==> src/hw/rtl/cbf_pkg.sv <==
// shared types, constants and reduction function of the counting bloom filter
package cbf_pkg;

    localparam int DIGEST_W      = 64;
    localparam int DIGEST_FIELDS = 4;
    localparam int HIDX_W        = 2;
    localparam int RED_BITS      = 8;
    localparam int RED_STEPS     = DIGEST_W / RED_BITS;
    localparam int STEP_W        = $clog2(RED_STEPS);
    localparam int CELLS_W       = 13;
    localparam int HCOUNT_W      = 3;
    localparam int EST_W         = 4;
    localparam int CFG_IDX_W     = 1;
    localparam int CFG_DATA_W    = 13;

    localparam logic [CFG_IDX_W-1:0] CFG_CELLS_IN_USE = 1'b0;
    localparam logic [CFG_IDX_W-1:0] CFG_HASH_COUNT   = 1'b1;

    localparam logic MODE_ADD   = 1'b0;
    localparam logic MODE_COUNT = 1'b1;

    localparam logic [EST_W-1:0]    EST_MAX          = '1;
    localparam logic [CELLS_W-1:0]  CELLS_RESET      = 13'd4096;
    localparam logic [HCOUNT_W-1:0] HASH_COUNT_RESET = 3'd4;

    typedef struct packed {
        logic              clear;
        logic              start;
        logic              reduce;
        logic              rd_en;
        logic              update;
        logic              finish;
        logic [HIDX_W-1:0] hash;
    } cbf_cmd_t;

    typedef struct packed {
        logic              clear_last;
        logic              is_count;
        logic [HIDX_W-1:0] k_last;
        logic              out_busy;
    } cbf_status_t;

    // shifts RED_BITS digest bits into a remainder that stays below n
    function automatic logic [CELLS_W-1:0] mod_step(
        input logic [CELLS_W-1:0]  rem,
        input logic [RED_BITS-1:0] bits,
        input logic [CELLS_W-1:0]  n
    );
        logic [CELLS_W-1:0] r;
        logic [CELLS_W:0]   t;
        r = rem;
        for (int i = RED_BITS - 1; i >= 0; i--)
        begin
            t = {r, bits[i]};
            if (t >= {1'b0, n})
            begin
                t = t - {1'b0, n};
            end
            r = t[CELLS_W-1:0];
        end
        return r;
    endfunction

endpackage

==> src/hw/rtl/cbf_ctrl.sv <==
// controller: clearing pass, reduction steps and per-hash read-modify-write
module cbf_ctrl (
    input  logic                  clk,
    input  logic                  rst_n,
    input  logic                  item_valid,
    output logic                  item_ready,
    input  cbf_pkg::cbf_status_t  status,
    output cbf_pkg::cbf_cmd_t     cmd
);

    typedef enum logic [5:0] {
        ST_CLEAR  = 6'b000001,
        ST_IDLE   = 6'b000010,
        ST_REDUCE = 6'b000100,
        ST_READ   = 6'b001000,
        ST_UPDATE = 6'b010000,
        ST_DONE   = 6'b100000
    } cbf_state_t;

    cbf_state_t                     state_reg, state_next;
    logic [cbf_pkg::STEP_W-1:0]     step_reg, step_next;
    logic [cbf_pkg::HIDX_W-1:0]     hash_reg, hash_next;

    always_comb
    begin
        state_next = state_reg;
        step_next  = step_reg;
        hash_next  = hash_reg;
        cmd        = '0;
        cmd.hash   = hash_reg;
        item_ready = 1'b0;
        unique case (state_reg)
            ST_CLEAR:
            begin
                cmd.clear = 1'b1;
                if (status.clear_last)
                begin
                    state_next = ST_IDLE;
                end
            end
            ST_IDLE:
            begin
                item_ready = 1'b1;
                if (item_valid)
                begin
                    cmd.start  = 1'b1;
                    step_next  = '0;
                    hash_next  = '0;
                    state_next = ST_REDUCE;
                end
            end
            ST_REDUCE:
            begin
                cmd.reduce = 1'b1;
                step_next  = step_reg + 1'b1;
                if (step_reg == cbf_pkg::STEP_W'(cbf_pkg::RED_STEPS - 1))
                begin
                    state_next = ST_READ;
                end
            end
            ST_READ:
            begin
                cmd.rd_en  = 1'b1;
                state_next = ST_UPDATE;
            end
            ST_UPDATE:
            begin
                cmd.update = 1'b1;
                if (hash_reg == status.k_last)
                begin
                    state_next = status.is_count ? ST_DONE : ST_IDLE;
                end
                else
                begin
                    hash_next  = hash_reg + 1'b1;
                    state_next = ST_READ;
                end
            end
            ST_DONE:
            begin
                // result waits here until the output slot frees up
                if (!status.out_busy)
                begin
                    cmd.finish = 1'b1;
                    state_next = ST_IDLE;
                end
            end
            default:
            begin
                state_next = ST_IDLE;
            end
        endcase
    end

    always_ff @(posedge clk or negedge rst_n)
    begin
        if (!rst_n)
        begin
            state_reg <= ST_CLEAR;
            step_reg  <= '0;
            hash_reg  <= '0;
        end
        else
        begin
            state_reg <= state_next;
            step_reg  <= step_next;
            hash_reg  <= hash_next;
        end
    end

endmodule

==> config.mk <==
export PLATFORM = sky130hd
export DESIGN_NAME = cbf_ctrl
export DESIGN_NICKNAME = d
export VERILOG_FILES = /design/src/hw/rtl/cbf_pkg.sv /design/src/hw/rtl/cbf_ctrl.sv
export SDC_FILE = /design/constraint.sdc
export NUM_CORES = 1
export LEC_CHECK = 0
export ABC_AREA = 1
export BUFFER_PORTS_ARGS = -buffer_cell sky130_fd_sc_hd__buf_4
export CAP_MARGIN = 15
export CORE_AREA = 2 2 55 57
export CTS_BUF_LIST = sky130_fd_sc_hd__clkbuf_4
export CTS_CLUSTER_SIZE = 20
export DETAILED_ROUTE_END_ITERATION = 10
export DIE_AREA = 0 0 57 59
export PLACE_DENSITY = 0.5
export SLEW_MARGIN = 20
export SYNTH_ARGS = -nofsm -noshare
export SYNTH_HDL_FRONTEND = slang
export SYNTH_SLANG_ARGS = --single-unit
==> constraint.sdc <==
create_clock -name clk -period 1.3 [get_ports clk]
set_clock_uncertainty 0.2 [all_clocks]
set_input_delay 0.195 -clock clk [delete_from_list [all_inputs] [get_ports clk]]
set_output_delay 0.195 -clock clk [all_outputs]
set_load 0.02 [all_outputs]
---- Word level (Yosys, flattened, before mapping) ----
Cells that the tools add are included.
storage, ports and cells
  flip-flop bits (word level) ............. 11
  bits of input ports ..................... 8
  output and inout bits ................... 9
  word-level logic and storage cells ...... 44
operators by class
  add/subtract/negate cells ............... 2
  eq/ne operators ......................... 13
  mux-type cells .......................... 21
  reduce and logical (&&, ||, !) cells .... 5
operators by type and width
  operator               number
  $mux W6                6
  $pmux W6 S6            1
  $ne A2 B2 Y1 const B   5
  $mux W1                9
  $eq A6 B1 Y1 const B   1
  $eq A6 B2 Y1 const B   1
  $eq A6 B3 Y1 const B   1
  $eq A6 B4 Y1 const B   1
  $eq A6 B5 Y1 const B   1
  $eq A6 B6 Y1 const B   1
  $pmux W3 S2            1
  $mux W2                2
  $pmux W2 S2            1
  $reduce_and A4 Y1      1
  $reduce_bool A2 Y1     2
  $add A3 B1 Y3 const B  1
  $eq A3 B3 Y1 const B   1
  $mux W3                1
  $reduce_and A3 Y1      1
  $add A2 B1 Y2 const B  1
  $eq A2 B2 Y1           1
  $reduce_and A2 Y1      1

---- Logic depth before layout (Yosys ltp) ----
Gate-level depths: netlist of run 1.
  word-level depth ........................ 3
  depth in mapped cells ................... 9
  gate-level depth less buffers ........... 9

---- Worst setup path before layout of run 1 ----
No wires, ideal clock.
  path kind ............................... reg2out
  from .................................... register state_reg[2]
  to ...................................... output cmd[2] in the netlist's numbering
  data arrival time ....................... 1333 ps
  data required time ...................... 905 ps
  slack ................................... -428 ps
  stages on the path, launching flop included .. 4
  buffers on the path ..................... 0
  cells stage by stage .................... dfrtp_1 nor2_4 nand2_2 nor4_1
RTL lines
  what                    RTL line         text
  from (decl)             cbf_ctrl.sv:20   cbf_state_t state_reg, state_next;
  from (signal assigned)  cbf_ctrl.sv:105  state_reg <= state_next;
  to (decl)               cbf_ctrl.sv:8    output cbf_pkg::cbf_cmd_t cmd

==> results of run 1 <==
==> synth_stat cells <==
master / n
nand4_1: 5
nor2_2: 2
o21ai_0: 1
nand4_2: 1
nor3_1: 2
o21ai_1: 1
nand3_1: 4
dfstp_2: 1
nor2_1: 8
xnor2_1: 1
dfrtp_1: 10
inv_2: 8
nand3b_1: 1
nor4_1: 1
nand2_1: 23
nand2_2: 5
nand3_2: 3
inv_1: 12
nor3_2: 1
ha_1: 2
and3_1: 1
nor2_4: 6
==> cell type report <==
| class | count | area [µm²] |
|---|---|---|
| sequential | 11 | 280 |
| tap | 31 | 38.8 |
| timing repair buffer | 49 | 430 |
| inverter | 20 | 87.6 |
| clock buffer | 4 | 30.0 |
| fill | 259 | 1320 |
| multi-input combinational | 68 | 526 |
==> worst max path at each step <==
stage                                   from                       end  slack (ps)  cells past startpoint
global route        state_reg[0]$_DFFE_PN1P_                    cmd[7]        -500                      4
detailed placement  state_reg[2]$_DFFE_PN0P_                    cmd[6]        -220                      6
finish              state_reg[3]$_DFFE_PN0P_                    cmd[2]        -420                      4
floorplan           state_reg[2]$_DFFE_PN0P_   hash_reg[0]$_DFFE_PN0P_        -150                      6
global placement     step_reg[0]$_DFFE_PN0P_  state_reg[1]$_DFFE_PN0P_        -210                      8
CTS                 state_reg[3]$_DFFE_PN0P_                    cmd[7]        -420                      4
==> worst reg2reg max path, cell delays in order (launching register included) <==
cell and delay (ps):
dfrtp_1 410, nor2_4 230, buf_4 150, buf_6 80
buf_6 80, nand4_4 120, nand2_2 110, nor2_1 40
nand2_1 60, nand2_1 40
==> per-layer routing <==
| metal | vias up | part of all wire |
|---|---|---|
| li1 | 416 | - |
| met1 | 364 | 0.46 |
| met2 | 11 | 0.51 |
| met3 | 0 | 0.032 |
| met4 | 0 | 0 |
| met5 | - | 0 |
==> cells by family (layout without fill, tap and decap cells) <==
logic type / count (synthesis) / count (layout)
AND/OR/NAND/NOR: 63 / 63
flip-flops: 11 / 11
AO/OA/AOI/OAI: 2 / 2
adder cells (fa/ha/maj): 2 / 2
buffers and inverters: 20 / 73
XOR/XNOR: 1 / 1
==> what timing repair did <==
item,CTS,global route
gates cloned,0,0
hold endpoints to repair,12,0
buffers inserted,14,4
resized for setup,17,12
pin swaps,13,7
endpoints found under the setup margin,17,17
hold buffers,2,0
==> power by group through the flow <==
stage / Clock, mW / Combinational, mW / Sequential [mW]
finish: 0.260 / 1.83 / 0.518
global route: 0.290 / 2.02 / 0.527
CTS: 0.273 / 1.74 / 0.512
detailed placement: 0 / 1.43 / 0.516
global placement: 0 / 1.42 / 0.510
floorplan: 0 / 0.841 / 0.537
==> through the flow <==
step | area (µm²) | utilization | setup WS, ps | TNS, ps | cells
floorplan | 840 | - | -145 | -1140 | 99
global placement | 1170 | 0.433 | -215 | -2460 | 166
detailed placement | 1170 | 0.433 | -215 | -2640 | 166
CTS | 1360 | 0.500 | -421 | -5220 | 183
global route | 1390 | 0.514 | -500 | -6050 | 183
finish | 1390 | 0.514 | -415 | -4670 | 183
==> results.sh, run 1 <==
export IMPL_p_sw_mw=1.11
export IMPL_power_density_nw_per_um2=1870
export IMPL_grtUsageMet2=0.232
export IMPL_yosys_register_bits=11
export IMPL_min_to="state_reg[0]$_DFFE_PN1P_"
export IMPL_combPwrFrac=0.701
export IMPL_grt_pass1_wl_um=3370
export IMPL_status="complete, but fails checks"
export IMPL_final_nets=163
export IMPL_slew_violations=0
export IMPL_grt_pass1_vias=790
export IMPL_cp_end_kind="output pin"
export IMPL_synth_xor_area_frac=0.0116
export IMPL_core_area_um2=2710
export IMPL_synth_top_family_by_area="simple AND/OR/NAND/NOR gates"
export IMPL_worstSetupPathType="reg2out"
export IMPL_rows=19
export IMPL_syn_area_per_cell_um2=7.65
export IMPL_yosys_area_top_type="dfrtp_1"
export IMPL_max_stage_delay_ps=410
export IMPL_grt_total_usage=0.128
export IMPL_wl_um=1910
export IMPL_netlist_cell_type_count=22
export IMPL_synth_simple_area_share=0.478
export IMPL_timing_rr_start="state_reg[3]$_DFFE_PN0P_"
export IMPL_die_y_um=59
export IMPL_required_ps=900
export IMPL_route_antenna_remaining_nets=0
export IMPL_vias=791
export IMPL_dieWidth_um=57
export IMPL_holdPathStages=5
export IMPL_r2r_end="state_reg[1]$_DFFE_PN0P_"
export IMPL_crit_path_top_delay_cell="dfrtp_1"
export IMPL_drive_gt1_frac=0.651
export IMPL_startpoint_type="register"
export IMPL_synth_area_mux_share=0
export IMPL_pin_count=17
export IMPL_h_tree_depth=1
export IMPL_initial_utilization=0.279
export IMPL_crit_fanout=5
export IMPL_gp_congestion=0.777
export IMPL_crit_family="simple AND/OR/NAND/NOR gates"
export IMPL_viasPerCell=4.32
export IMPL_layout_min_cycle_time_ps=1720
export IMPL_ir_drop_mv=1.02
export IMPL_first_pass_iters=4
export IMPL_ys_seq_area_frac=0.365
export IMPL_worstHoldStart="status[4]"
export IMPL_timing_fmax_ghz=0.583
export IMPL_synth_area_leaders="dfrtp_1 33%, nand2_1 11%, nor2_4 8.9%"
export IMPL_dp_hpwl_um=1480
export IMPL_synth_top_area_frac=0.331
export IMPL_met3_usage=0.0240
export IMPL_final_cell_mix="34 x buf_4, 20 x nand2_1, 12 x buf_6"
export IMPL_busiest_layer="met2"
export IMPL_power_mw=2.61
export IMPL_yosys_area_share_adder=0.0331
export IMPL_rrSetupSlack_ps=-330
export IMPL_reg2reg_depth=9
export IMPL_hold_class="in2reg"
export IMPL_hold_viol=0
export IMPL_use_met1=0.157
export IMPL_drt_initial_drc_count=10
export IMPL_largest_reg_flops=6
export IMPL_intPower_mw=1.49
export IMPL_worst_slew_pin_slew_ps=220
export IMPL_clkSlewWorstSetupHoldPaths_ps=80
export IMPL_clock_sinks=11
export IMPL_postSynthCellCount=99
export IMPL_grt_max_degree=12
export IMPL_relSlewSlack=0.853
export IMPL_area_delta_synth_final_pct=84.0
export IMPL_leakage_nw=0.708
export IMPL_worst_hold_slack_ps=73.6
export IMPL_crit_chain="nor2_4, nand2_4, nor4_4, buf_4"
export IMPL_post_drt_wl_per_cell_um=10.4
export IMPL_clk_path_buf_depth=2
export IMPL_rsz0062_at_grt="yes"
export IMPL_power_frac_clock=0.100
export IMPL_die_area_um2=3360
export IMPL_clock_root_buffer="clkbuf_4"
export IMPL_synth_compound_area_share=0.0132
export IMPL_numCtsBuffers=3
export IMPL_port_buffers=16
export IMPL_tritoncts="yes"
export IMPL_ys_warn_count=0
export IMPL_min_period_over_period=1.32
export IMPL_violations="setup timing"
export IMPL_antenna_found_initial=0
export IMPL_route_detailed_drc=0
export IMPL_final_common_cell="buf_4"
export IMPL_clk_latency_ps=260
export IMPL_pwr_share_seq=0.199
export IMPL_antenna_cells=0
export IMPL_drv_cap=0
export IMPL_setup_slack_ps=-415
export IMPL_crit_arrival_ps=1320
export IMPL_critPathBufInv=1
export IMPL_swShare=0.427
export IMPL_synth_nets=109
export IMPL_grt_overflow=0
export IMPL_synth_area_um2=757
export IMPL_setup_viol=17
Note: power is estimated with default switching activity, not from simulation.
==> inputs of run 2 (changes only) <==
--- a/config.mk
+++ b/config.mk
@@ -14,6 +14,7 @@
 export DETAILED_ROUTE_END_ITERATION = 10
 export DIE_AREA = 0 0 57 59
 export PLACE_DENSITY = 0.5
+export SETUP_SLACK_MARGIN = 0.1
 export SLEW_MARGIN = 20
 export SYNTH_ARGS = -nofsm -noshare
 export SYNTH_HDL_FRONTEND = slang
==> results.sh, run 2 (same netlist as run 1, synthesis figures left out) <==
export IMPL_status="complete, but fails checks"
export IMPL_violations="setup timing"
export IMPL_core_area_um2=2710
export IMPL_final_cell_mix="42 x buf_4, 21 x nand2_1, 15 x buf_6"
export IMPL_power_density_nw_per_um2=1860
export IMPL_hold_viol=0
export IMPL_numCtsBuffers=3
export IMPL_antenna_found_initial=0
export IMPL_clk_path_buf_depth=2
export IMPL_port_buffers=16
export IMPL_grt_pass1_wl_um=3570
export IMPL_tritoncts="yes"
export IMPL_rows=19
export IMPL_grt_overflow=0
export IMPL_crit_fanout=5
export IMPL_wl_um=2160
export IMPL_required_ps=900
export IMPL_clock_root_buffer="clkbuf_4"
export IMPL_grt_pass1_vias=819
export IMPL_setup_slack_ps=-422
export IMPL_grt_max_degree=12
export IMPL_antenna_cells=0
export IMPL_dp_hpwl_um=1430
export IMPL_setup_viol=20
export IMPL_fin_cells=194
export IMPL_post_route_util=0.554
export IMPL_rrSetupSlack_ps=-400
export IMPL_fin_area_um2=1500
export IMPL_placed_area_um2=1160
export IMPL_grt_total_usage=0.138
export IMPL_gp_congestion=0.756
export IMPL_ir_drop_mv=1.20
export IMPL_drive_gt1_frac=0.681
export IMPL_power_mw=2.80
export IMPL_wl_met2_um=1130
export IMPL_area_delta_synth_final_pct=98.5
export IMPL_post_drt_wl_per_cell_um=11.2
export IMPL_seq_area_um2=280
export IMPL_drt_initial_drc_count=15
export IMPL_route_detailed_drc=0
export IMPL_relSlewSlack=0.849
export IMPL_initial_utilization=0.279
export IMPL_h_tree_depth=1
export IMPL_min_period_over_period=1.32
export IMPL_cp_end_kind="output pin"
export IMPL_slew_violations=0
export IMPL_crit_arrival_ps=1330
export IMPL_die_y_um=59
export IMPL_layout_min_cycle_time_ps=1720
export IMPL_wl_met3_um=57
export IMPL_drv_cap=0
export IMPL_pre_cts_slack_ps=-239
export IMPL_rsz0062_at_grt="yes"
export IMPL_final_nets=174
export IMPL_highest_layer="met4"
export IMPL_timing_fmax_ghz=0.581
export IMPL_vias=851
export IMPL_wl_met1_um=958
export IMPL_final_common_cell="buf_4"
export IMPL_hold_class="in2async"
export IMPL_dieWidth_um=57
export IMPL_die_area_um2=3360
export IMPL_startpoint_type="register"
export IMPL_worst_slew_pin_slew_ps=227
export IMPL_viasPerCell=4.39
export IMPL_place_inst=166
export IMPL_multiInputGateArea_um2=544
export IMPL_first_pass_iters=4
export IMPL_clock_sinks=11
export IMPL_largest_reg_flops=6
export IMPL_fillers=259
export IMPL_pin_count=17
export IMPL_worstSetupPathType="reg2out"
export IMPL_route_antenna_remaining_nets=0
export IMPL_clk_latency_ps=270
export IMPL_clkSlewWorstSetupHoldPaths_ps=70
export IMPL_leakage_nw=0.766
-- run 2: cell types whose count changed in the layout (fill, tap and decap cells not counted), sizes merged --
cell,previous run,this run
clkinv,0,1
inv,20,19
buf,47,58
-- run 2: path summary, 6_finish.rpt --
path | start | endpoint | cells past startpoint
setup / recovery | state_reg[5]$_DFFE_PN0P_ | cmd[6] | 6
hold / removal | rst_n | step_reg[2]$_DFFE_PN0P_ | 2
min in group clk | status[4] | state_reg[0]$_DFFE_PN1P_ | 5
setup reg to reg | state_reg[5]$_DFFE_PN0P_ | step_reg[0]$_DFFE_PN0P_ | 9
max in group asynchronous | rst_n | state_reg[0]$_DFFE_PN1P_ | 2
hold reg to reg | step_reg[0]$_DFFE_PN0P_ | step_reg[0]$_DFFE_PN0P_ | 2
-- run 2: critical path, cell delays in order, from the launching register on --
cell and delay [ps]:
dfrtp_2 420, nor2_4 230, nand3_4 120, inv_4 80, nand2_4 60, inv_4 40, buf_6 100
-- run 2: per-layer routing --
metal,GRT usage,up-vias
met4,0.0498,0
met3,0.0218,4
met5,0,-
met1,0.171,392
met2,0.245,14
li1,-,441
-- run 2: final cells by class --
| type | count | share of cell area |
|---|---|---|
| clock buffers | 4 | 0.0200 |
| flip-flops and latches | 11 | 0.187 |
| repair buffers | 60 | 0.349 |
| multi-input cells | 68 | 0.362 |
| well taps | 31 | 0.0258 |
| inverters | 20 | 0.0566 |
-- run 2: through the flow --
stage	hold WS [ps]	TNS, ps
floorplan	-301	-1140
global placement	-156	-2540
detailed placement	-159	-2830
CTS	79.5	-5220
global route	87.9	-7170
finish	87.3	-5810
-- run 2: timing repair --
item,CTS,global route
pin swaps,11,9
setup endpoints to repair,20,20
hold buffers,2,0
buffers inserted,12,11
endpoints found under the hold margin,12,0
resized for setup,25,9
-- run 2: report_power, final --
part / total (mW) / switching, mW / internal, mW
clock network: 0.259 / 0.120 / 0.140
logic: 2.03 / 1.00 / 1.03
registers: 0.507 / 0.0755 / 0.431
total: 2.80 / 1.20 / 1.60
